`config.mk`:
```
export PLATFORM = sky130hd
export DESIGN_NAME = cpg_ctrl
export DESIGN_NICKNAME = d
export VERILOG_FILES = /design/src/cpg_pkg.sv /design/src/cpg_ctrl.sv
export VERILOG_INCLUDE_DIRS = /design/src /design/src/src
export SDC_FILE = /design/constraint.sdc
export NUM_CORES = 1
export LEC_CHECK = 0
export BUFFER_PORTS_ARGS = -buffer_cell sky130_fd_sc_hd__buf_4
export CORE_AREA = 2 2 79 81
export DETAILED_ROUTE_END_ITERATION = 6
export DIE_AREA = 0 0 81 83
export GPL_TIMING_DRIVEN = 0
export MAX_ROUTING_LAYER = met4
export PLACE_DENSITY = 0.65
export SLEW_MARGIN = 5
export SYNTH_ARGS = -nofsm -noshare
export SYNTH_HDL_FRONTEND = slang
export SYNTH_SLANG_ARGS = --single-unit
```
`constraint.sdc`:
```
create_clock -name clk -period 6.4 [get_ports clk]
set_input_delay 0.96 -clock clk [delete_from_list [all_inputs] [get_ports clk]]
set_output_delay 0.96 -clock clk [all_outputs]
set_load 0.01 [all_outputs]
```
`src/matsuoka_cpg_rk4_step_top_assert.svh`:
```
// Assertion macros used by cpg_ctrl.
`ifndef MATSUOKA_CPG_RK4_STEP_TOP_ASSERT_SVH
`define MATSUOKA_CPG_RK4_STEP_TOP_ASSERT_SVH
`ifndef SYNTHESIS
// same-cycle implication
`define CPG_ASSERT_IMP(lbl, ck, rs, ante, cons) \
  lbl: assert property (@(posedge ck) disable iff (rs) (ante) |-> (cons)) \
    else $error("assertion failed");
// next-cycle implication
`define CPG_ASSERT_NXT(lbl, ck, rs, ante, cons) \
  lbl: assert property (@(posedge ck) disable iff (rs) (ante) |=> (cons)) \
    else $error("assertion failed");
`else
`define CPG_ASSERT_IMP(lbl, ck, rs, ante, cons)
`define CPG_ASSERT_NXT(lbl, ck, rs, ante, cons)
`endif
`endif

```
`src/cpg_pkg.sv`:
```
package cpg_pkg;

  localparam int ASSEMBLIES = 7;
  localparam int NEURONS    = 3;
  localparam int FRAC_BITS  = 16;
  localparam int CELLS      = ASSEMBLIES * NEURONS;
  localparam int CELL_W     = $clog2(CELLS);
  localparam int ASM_W      = 3;
  localparam int NRN_W      = 2;
  localparam int VW         = 24;
  localparam int PW         = 64;
  localparam int ACC_W      = 34;
  localparam int SUM_W      = 27;
  localparam int MUL_AW     = 35;
  localparam int MUL_BW     = 29;
  localparam int CFG_IDX_W  = 3;
  localparam int CFG_DW     = 24;

  // floor division by 6 of the scaled RK4 sum: offset to non-negative,
  // halve, then multiply by a reciprocal of 3
  localparam int TQ_W     = VW + 2;
  localparam int RECIP_SH = TQ_W + 2;
  localparam logic signed [MUL_BW-1:0] RECIP =
    MUL_BW'(((64'sd1 <<< RECIP_SH) + 64'sd2) / 3);
  localparam logic signed [PW-1:0] QOFF   = 64'sd1 <<< (VW - 1);
  localparam logic signed [PW-1:0] OFFSET = 64'sd6 * QOFF;
  localparam logic signed [PW-1:0] VMAX_P = QOFF - 64'sd1;
  localparam logic signed [PW-1:0] VMIN_P = -QOFF;

  // register indexes
  localparam logic [CFG_IDX_W-1:0] REG_TIMESTEP = 3'd0;
  localparam logic [CFG_IDX_W-1:0] REG_INV_TAU  = 3'd1;
  localparam logic [CFG_IDX_W-1:0] REG_INV_ADPT = 3'd2;
  localparam logic [CFG_IDX_W-1:0] REG_FATIGUE  = 3'd3;
  localparam logic [CFG_IDX_W-1:0] REG_INHIBIT  = 3'd4;
  localparam logic [CFG_IDX_W-1:0] REG_COUPLING = 3'd5;

  typedef enum logic [4:0] {
    OP_NONE, OP_TICK, OP_INIT_WR, OP_LD_CELL, OP_LD_PA,
    OP_M1, OP_M2, OP_M3, OP_M4, OP_M5, OP_M6, OP_M7, OP_M8, OP_M9,
    OP_F1, OP_F2, OP_F3, OP_F4, OP_F5, OP_F6, OP_F7,
    OP_O_RD1, OP_O_EMIT
  } dp_op_t;

  typedef struct packed {
    dp_op_t              op;
    logic [CELL_W-1:0]   addr_a;   // state read / write address
    logic [CELL_W-1:0]   addr_b;   // output store read address
    logic [1:0]          stage;
    logic [ASM_W-1:0]    asm_idx;
    logic                load_we;
  } cpg_cmd_t;

  function automatic logic [CELL_W-1:0] cell_of(input logic [ASM_W-1:0] a,
                                                input logic [NRN_W-1:0] n);
    return CELL_W'(int'(a) * NEURONS + int'(n));
  endfunction

  function automatic logic signed [VW-1:0] sat_v(input logic signed [PW-1:0] v);
    if (v > VMAX_P) return VW'(VMAX_P);
    if (v < VMIN_P) return VW'(VMIN_P);
    return VW'(v);
  endfunction

  // round half up, then arithmetic shift
  function automatic logic signed [PW-1:0] rnd_shr(input logic signed [PW-1:0] p,
                                                   input int sh);
    return (p + (64'sd1 <<< (sh - 1))) >>> sh;
  endfunction

  function automatic logic signed [VW-1:0] relu(input logic signed [VW-1:0] v);
    return v[VW-1] ? '0 : v;
  endfunction

endpackage

```
`src/cpg_ctrl.sv`:
```
`include "matsuoka_cpg_rk4_step_top_assert.svh"
module cpg_ctrl import cpg_pkg::*; (
  input  logic             clk,
  input  logic             rst,
  input  logic             in_valid,
  output logic             in_ready,
  input  logic             in_command,
  input  logic [ASM_W-1:0] in_asm_sel,
  input  logic [NRN_W-1:0] in_nrn_sel,
  output logic             out_valid,
  input  logic             out_ready,
  output logic             out_last,
  output cpg_cmd_t         cmd
);

  typedef enum logic [4:0] {
    S_IDLE, S_INIT_RD, S_INIT_WR, S_RD_CELL, S_LD_CELL, S_LD_PA,
    S_M1, S_M2, S_M3, S_M4, S_M5, S_M6, S_M7, S_M8, S_M9,
    S_F1, S_F2, S_F3, S_F4, S_F5, S_F6, S_F7,
    S_O_RD0, S_O_RD1, S_O_EMIT, S_O_WAIT
  } state_t;

  state_t            state;
  logic [ASM_W-1:0]  ai;
  logic [NRN_W-1:0]  ni;
  logic [1:0]        stage;
  logic [CELL_W-1:0] cidx;
  logic [ASM_W-1:0]  prev_a;
  logic [NRN_W-1:0]  prev_n;
  logic              sel_ok;

  assign in_ready = (state == S_IDLE);
  assign prev_a   = (ai == '0) ? ASM_W'(ASSEMBLIES - 1) : ai - 1'b1;
  assign prev_n   = (ni == '0) ? NRN_W'(NEURONS - 1) : ni - 1'b1;
  assign sel_ok   = (int'(in_asm_sel) < ASSEMBLIES) && (int'(in_nrn_sel) < NEURONS);

  always_comb begin
    cmd         = '0;
    cmd.op      = OP_NONE;
    cmd.stage   = stage;
    cmd.asm_idx = ai;
    cmd.addr_a  = cell_of(ai, ni);
    cmd.addr_b  = cell_of(ai, prev_n);
    unique case (state)
      S_IDLE: begin
        cmd.load_we = in_valid && in_command && sel_ok;
        if (in_valid && !in_command) cmd.op = OP_TICK;
      end
      S_INIT_RD: cmd.addr_a = cidx;
      S_INIT_WR: begin
        cmd.addr_a = cidx;
        cmd.op     = OP_INIT_WR;
      end
      S_RD_CELL: cmd.op = OP_NONE;
      S_LD_CELL: begin
        cmd.op     = OP_LD_CELL;
        cmd.addr_b = cell_of(prev_a, ni);
      end
      S_LD_PA:  cmd.op = OP_LD_PA;
      S_M1:     cmd.op = OP_M1;
      S_M2:     cmd.op = OP_M2;
      S_M3:     cmd.op = OP_M3;
      S_M4:     cmd.op = OP_M4;
      S_M5:     cmd.op = OP_M5;
      S_M6:     cmd.op = OP_M6;
      S_M7:     cmd.op = OP_M7;
      S_M8:     cmd.op = OP_M8;
      S_M9:     cmd.op = OP_M9;
      S_F1:     cmd.op = OP_F1;
      S_F2:     cmd.op = OP_F2;
      S_F3:     cmd.op = OP_F3;
      S_F4:     cmd.op = OP_F4;
      S_F5:     cmd.op = OP_F5;
      S_F6:     cmd.op = OP_F6;
      S_F7:     cmd.op = OP_F7;
      S_O_RD0:  cmd.addr_a = cell_of(ai, NRN_W'(0));
      S_O_RD1: begin
        cmd.op     = OP_O_RD1;
        cmd.addr_a = cell_of(ai, NRN_W'(1));
      end
      S_O_EMIT: cmd.op = OP_O_EMIT;
      S_O_WAIT: cmd.op = OP_NONE;
      default:  cmd.op = OP_NONE;
    endcase
  end

  always_ff @(posedge clk) begin
    if (rst) begin
      state     <= S_IDLE;
      ai        <= '0;
      ni        <= '0;
      stage     <= '0;
      cidx      <= '0;
      out_valid <= 1'b0;
      out_last  <= 1'b0;
    end else begin
      unique case (state)
        S_IDLE: begin
          if (in_valid && !in_command) begin
            cidx  <= '0;
            state <= S_INIT_RD;
          end
        end
        S_INIT_RD: state <= S_INIT_WR;
        S_INIT_WR: begin
          if (int'(cidx) == CELLS - 1) begin
            ai    <= '0;
            ni    <= '0;
            state <= S_RD_CELL;
          end else begin
            cidx  <= cidx + 1'b1;
            state <= S_INIT_RD;
          end
        end
        S_RD_CELL: state <= S_LD_CELL;
        S_LD_CELL: state <= S_LD_PA;
        S_LD_PA: begin
          stage <= '0;
          state <= S_M1;
        end
        S_M1: state <= S_M2;
        S_M2: state <= S_M3;
        S_M3: state <= S_M4;
        S_M4: state <= S_M5;
        S_M5: state <= S_M6;
        S_M6: state <= S_M7;
        S_M7: state <= (stage == 2'd3) ? S_F1 : S_M8;
        S_M8: state <= S_M9;
        S_M9: begin
          stage <= stage + 1'b1;
          state <= S_M1;
        end
        S_F1: state <= S_F2;
        S_F2: state <= S_F3;
        S_F3: state <= S_F4;
        S_F4: state <= S_F5;
        S_F5: state <= S_F6;
        S_F6: state <= S_F7;
        S_F7: begin
          if (int'(ni) == NEURONS - 1) begin
            ni <= '0;
            if (int'(ai) == ASSEMBLIES - 1) begin
              ai    <= '0;
              state <= S_O_RD0;
            end else begin
              ai    <= ai + 1'b1;
              state <= S_RD_CELL;
            end
          end else begin
            ni    <= ni + 1'b1;
            state <= S_RD_CELL;
          end
        end
        S_O_RD0: state <= S_O_RD1;
        S_O_RD1: state <= S_O_EMIT;
        S_O_EMIT: begin
          out_valid <= 1'b1;
          out_last  <= (int'(ai) == ASSEMBLIES - 1);
          state     <= S_O_WAIT;
        end
        S_O_WAIT: begin
          if (out_ready) begin
            out_valid <= 1'b0;
            if (out_last) begin
              state <= S_IDLE;
            end else begin
              ai    <= ai + 1'b1;
              state <= S_O_RD0;
            end
          end
        end
        default: state <= S_IDLE;
      endcase
    end
  end

  `CPG_ASSERT_IMP(a_ready_excl, clk, rst, in_ready, !out_valid)
  `CPG_ASSERT_NXT(a_tick_busy, clk, rst, in_valid && in_ready && !in_command, !in_ready)
  `CPG_ASSERT_NXT(a_load_one, clk, rst, in_valid && in_ready && in_command, in_ready)
  `CPG_ASSERT_NXT(a_last_done, clk, rst, out_valid && out_ready && out_last, in_ready)

endmodule

```
# ---- Word-level counts from Yosys, hierarchy flattened
# Cells that the tools add are included.
dict set report totals {
  wordCells 106
  register_bits 19
  output_inout_bits 24
  input_bits 10
  latch_bits 0
  memories 0
  romBits 0
  mem_bits_rw 0
}
dict set report op_classes {
  addsub 10
  bitwise_logic 0
  n_div 0
  n_shift 0
  n_reduce_logical 20
  n_lt_le_gt_ge 2
  n_mux 30
  multipliers 2
  eq_ne 35
}
# op n
set op_table {}
lappend op_table {{one-hot mux 5 bit (25 select lines)} 1}
lappend op_table {{one-hot mux 5 bit (22 select lines)} 1}
lappend op_table {{== test 5 bit (second input constant)} 11}
lappend op_table {{== test 5 x 4 -> 1 bit (second input constant)} 8}
lappend op_table {{two-way mux 5 bit} 8}
lappend op_table {{== test 5 x 3 -> 1 bit (second input constant)} 4}
lappend op_table {{two-way mux 3 bit} 6}
lappend op_table {{one-hot mux 5 bit (3 select lines)} 1}
lappend op_table {{adder 5 x 1 -> 5 bit (second input constant)} 2}
lappend op_table {{adder 5 x 3 -> 5 bit} 2}
lappend op_table {{== test 5 x 2 -> 1 bit (second input constant)} 2}
lappend op_table {{multiplier 3 x 2 -> 5 bit (second input constant)} 2}
lappend op_table {{two-way mux 2 bit} 5}
lappend op_table {{!= test 2 bit (second input constant)} 5}
lappend op_table {{one-hot mux 5 bit (2 select lines)} 1}
lappend op_table {{one-hot mux 3 bit (3 select lines)} 1}
lappend op_table {{one-hot mux 2 bit (2 select lines)} 2}
lappend op_table {{nonzero test 2 bit} 4}
lappend op_table {{AND reduction 2 bit} 3}
lappend op_table {{adder 5 x 2 -> 5 bit} 1}
lappend op_table {{== test 5 x 1 -> 1 bit (second input constant)} 1}
lappend op_table {{logical NOT 5 bit} 1}
lappend op_table {{AND reduction 5 bit} 1}
lappend op_table {{adder 2 x 1 -> 2 bit (second input constant)} 2}
lappend op_table {{17 further kinds} 24}

# ---- Longest topological paths before layout
dict set report depth {
  word_depth 5
  mapped_depth 11
  depth_no_buf 11
}

# ---- Worst setup path after synthesis
# OpenSTA, ideal clock, no wires.
dict set report synth_path {
  path_kind {reg2out}
  startpoint {register ai[0]}
  endpoint {output cmd[9] (netlist name)}
  path_stages_with_launch 12
  arrival_time_ns 2.930
  path_buffers 0
  t_required_ns 5.440
  path_slack_ns 2.510
  cell_sequence {dfxtp_1 > inv_1 > ha_1 > inv_1 > a21oi_1 > inv_1 > fa_1 > ha_1 > inv_1 > fa_1 > xor2_1 > o21ai_0}
}
# element line_no
set synth_rtl {}
lappend synth_rtl {{start, declared} cpg_ctrl.sv:24} ;# logic [ASM_W-1:0] ai;
lappend synth_rtl {{start signal, assigned} cpg_ctrl.sv:146} ;# ai <= ai + 1'b1;
lappend synth_rtl {{start signal, assigned} cpg_ctrl.sv:167} ;# ai <= ai + 1'b1;
lappend synth_rtl {{end, declared} cpg_ctrl.sv:13} ;# output cpg_cmd_t cmd

==> impl_metrics.toml <==
[timing]
hold_violations = 0
period_needed_ps = 4670
worst-slew-pin-transition_ps = 592
fin_skew_ps = 3.25
fmax_mhz = 214
rsz0062_at_grt = "no"
fin_crit_sh = 0.730
setup_viol = 0
slew_viol_final = 0
worst_slack_ps = 1730
fin_setup_tns_ps = 0
timing.hold.ws_ps = 536
maxSlewHeadroom = 0.606

[final_layout]
nNetsFinal = 371
fill_cells = 621
layout-area-overhead-vs-synth_pct = 17.0
drive_above_1_share = 0.192
finalCoreUtilization = 0.458
antenna_cells = 0
instances_no_fill = 408

[detailed_routing]
drt-total-wl_um = 6300
firstDrtPassIters = 4
wire_per_inst_um = 15.5
via_per_inst = 5.69
drt-initial-drc-count = 126
drc_errors = 0
dr_total_vias = 2322
detail-route-antenna-nets = 0

[pwr]
p_int_uw = 197
p_sw_frac = 0.342
clockPowerShare = 0.323
power_switching_uw = 102
power.density_mw_per_mm2 = 112
p_leak_nw = 1.05
pwr-share-seq = 0.409
ir_drop_v = 0.0000701
comb_power_share = 0.268

[cts]
cts.path.max_buffers = 2
htree_levels = 1
cts_resized = 0
cts_tree = "yes"
clock_latency_ps = 270
root_buffer = "clkbuf_8"
cts_buffers = 3
cts_sinks = 19
clkTransAtPathRegs_ps = 90
post-cts-setup-buffers = 0
cts_hold_buf = 0

[critical_path]
arrival_ps = 3710
required_ps = 5440
cp_slowest_cell = "dfxtp_1"
critPathTopFamily = "adder cells"
worstSetupStartpointType = "flip-flop"
crit_fanout = 11
max_stage_delay_ps = 650
crit_chain = "inv_1 -> ha_1 -> inv_1 -> a21oi_1 -> inv_1 -> fa_1 -> ha_1 -> inv_1 -> fa_1 -> xor2_1 -> o21ai_0 -> buf_4"
worstSetupPathType = "flip-flop to primary output"
endpoint_kind = "primary output"
worst-path-buf-inv = 5
path_common_cell = "inv_1"

[global_route]
antenna_found_initial = 0
grt_max_degree = 12
grt_overflow_total = 0
grt_pass1_vias = 2174
grt_pass1_wl_um = 10500
grt_util_all_layers = 0.197

[synthesis]
synth_top_area_share = 0.167
synth_ff_type = "dfxtp_1"
yosysWarnings = 0
async_flop_share = 0
seq_area_frac_synth = 0.167
synth_cells = 296
synth_top_area_cell = "dfxtp_1"
ys_types = 63
yosys-top-cells-area = "dfxtp_1 17%, ha_1 12%, a21oi_1 6.8%, nor2_1 4.8%, fa_1 4.4%"
syn_nets = 333
synth_top_cells_by_count = "31 x a21oi_1, 29 x nor2_1, 22 x ha_1"
ys_seq_elements = 19
syn_area_per_cell_sq_um = 7.69
synth_edf_count = 0
syn_area_sq_mm = 0.00228
yosysMostFrequentCell = "a21oi_1"

[die]
num_rows = 28
die_h_um = 83
coreArea_sq_mm = 0.00582
die_w_um = 81
die_area_sq_mm = 0.00672
io_pins = 34
initial_core_util = 0.391

[placement]
dp_hpwl_um = 4710
port_buffers = 33
routabilityCongestion = 0.871
pre_cts_ws_ps = 2040
dp.cells = 404

[hold_path]
hold_class = "flip-flop to flip-flop"

[outcome]
status = "complete, no violations"

[run]
drv_cap = 0
[layout make-up]
type                            instances  area [sq um]  area share
Buffer                                 19           104      0.0390
Tap cell                               75          93.8      0.0352
Timing Repair Buffer                   33           248      0.0930
Inverter                               20          75.1      0.0282
Multi-Input combinational cell        238          1720       0.644
Sequential cell                        19           380       0.143
Clock inverter                          1          5.00     0.00188
Clock buffer                            3          41.3      0.0155
[power by group through the flow]
stage | clock network [mW] | logic (mW) | registers [mW]
after global routing | 0.0992 | 0.0877 | 0.123
after detailed placement | 0 | 0.0796 | 0.125
after global placement | 0 | 0.0793 | 0.125
after floorplan | 0 | 0.0509 | 0.124
final | 0.0967 | 0.0804 | 0.122
after CTS | 0.0921 | 0.0800 | 0.122
[stage by stage]
step | area, sq um | power (mW)
floorplan | 2280 | 0.175
global placement | 2620 | 0.204
detailed placement | 2620 | 0.205
CTS | 2660 | 0.294
global route | 2660 | 0.310
finish | 2660 | 0.299
[cell families after synthesis]
logic type      Yosys count  synth area share
compound gates           99             0.288
xor+xnor                 13            0.0533
fa+ha+maj                27             0.165
buf+inv                  39            0.0786
flops                    19             0.167
mux                       5            0.0236
simple gates             94             0.224
[state kept, by name (all words and copies together) (netlist names)]
| register | count |
|---|---|
| out_last | 1 |
| ai | 3 |
| out_valid | 1 |
| ni | 2 |
| state | 5 |
| stage | 2 |
| cidx | 5 |
[cells in the final DEF, fill, tap and decap left out, drive strengths merged, types with 3 or more instances in the layout]
cell type	Yosys	layout
a211oi	6	6
a21o	3	3
a21oi	31	31
a221oi	4	4
a22oi	5	5
a311oi	4	4
a31oi	6	6
buf	14	47
clkbuf	5	8
dfxtp	19	19
fa	5	5
ha	22	22
inv	20	20
mux2	3	3
nand2	16	16
nand2b	5	5
nand3	10	10
nand3b	4	4
nor2	30	30
nor2b	3	3
nor3	9	9
o21ai	19	19
o22ai	6	6
or2	3	3
or3	4	4
xnor2	5	5
xor2	8	8
[worst paths after layout]
| path | startpoint | endpoint | slack (ps) | cells past startpoint |
|---|---|---|---|---|
| max | ai[0]$_SDFFE_PP0P_ | cmd[9] | 1730 | 12 |
| max reg2reg | ai[0]$_SDFFE_PP0P_ | state[4]$_SDFFE_PP0P_ | 4450 | 7 |
| min | out_last$_SDFFE_PP0P_ | out_last$_SDFFE_PP0P_ | 540 | 2 |
| min reg2reg | out_last$_SDFFE_PP0P_ | out_last$_SDFFE_PP0P_ | 540 | 2 |
[tightest hold or removal path, stage by stage (launching register included)]
cell and delay, ps:
dfxtp_1 340, o21ai_0 90, a21oi_1 70
[routing by layer]
layer | wire length (um) | vias to the layer above | global-route usage
met4 | 69 | 0 | 0.0508
li1 | - | 1147 | -
met5 | 0 | - | -
met1 | 2940 | 1081 | 0.280
met2 | 2910 | 87 | 0.298
met3 | 381 | 7 | 0.0185
(Power assumes the default switching activity.)
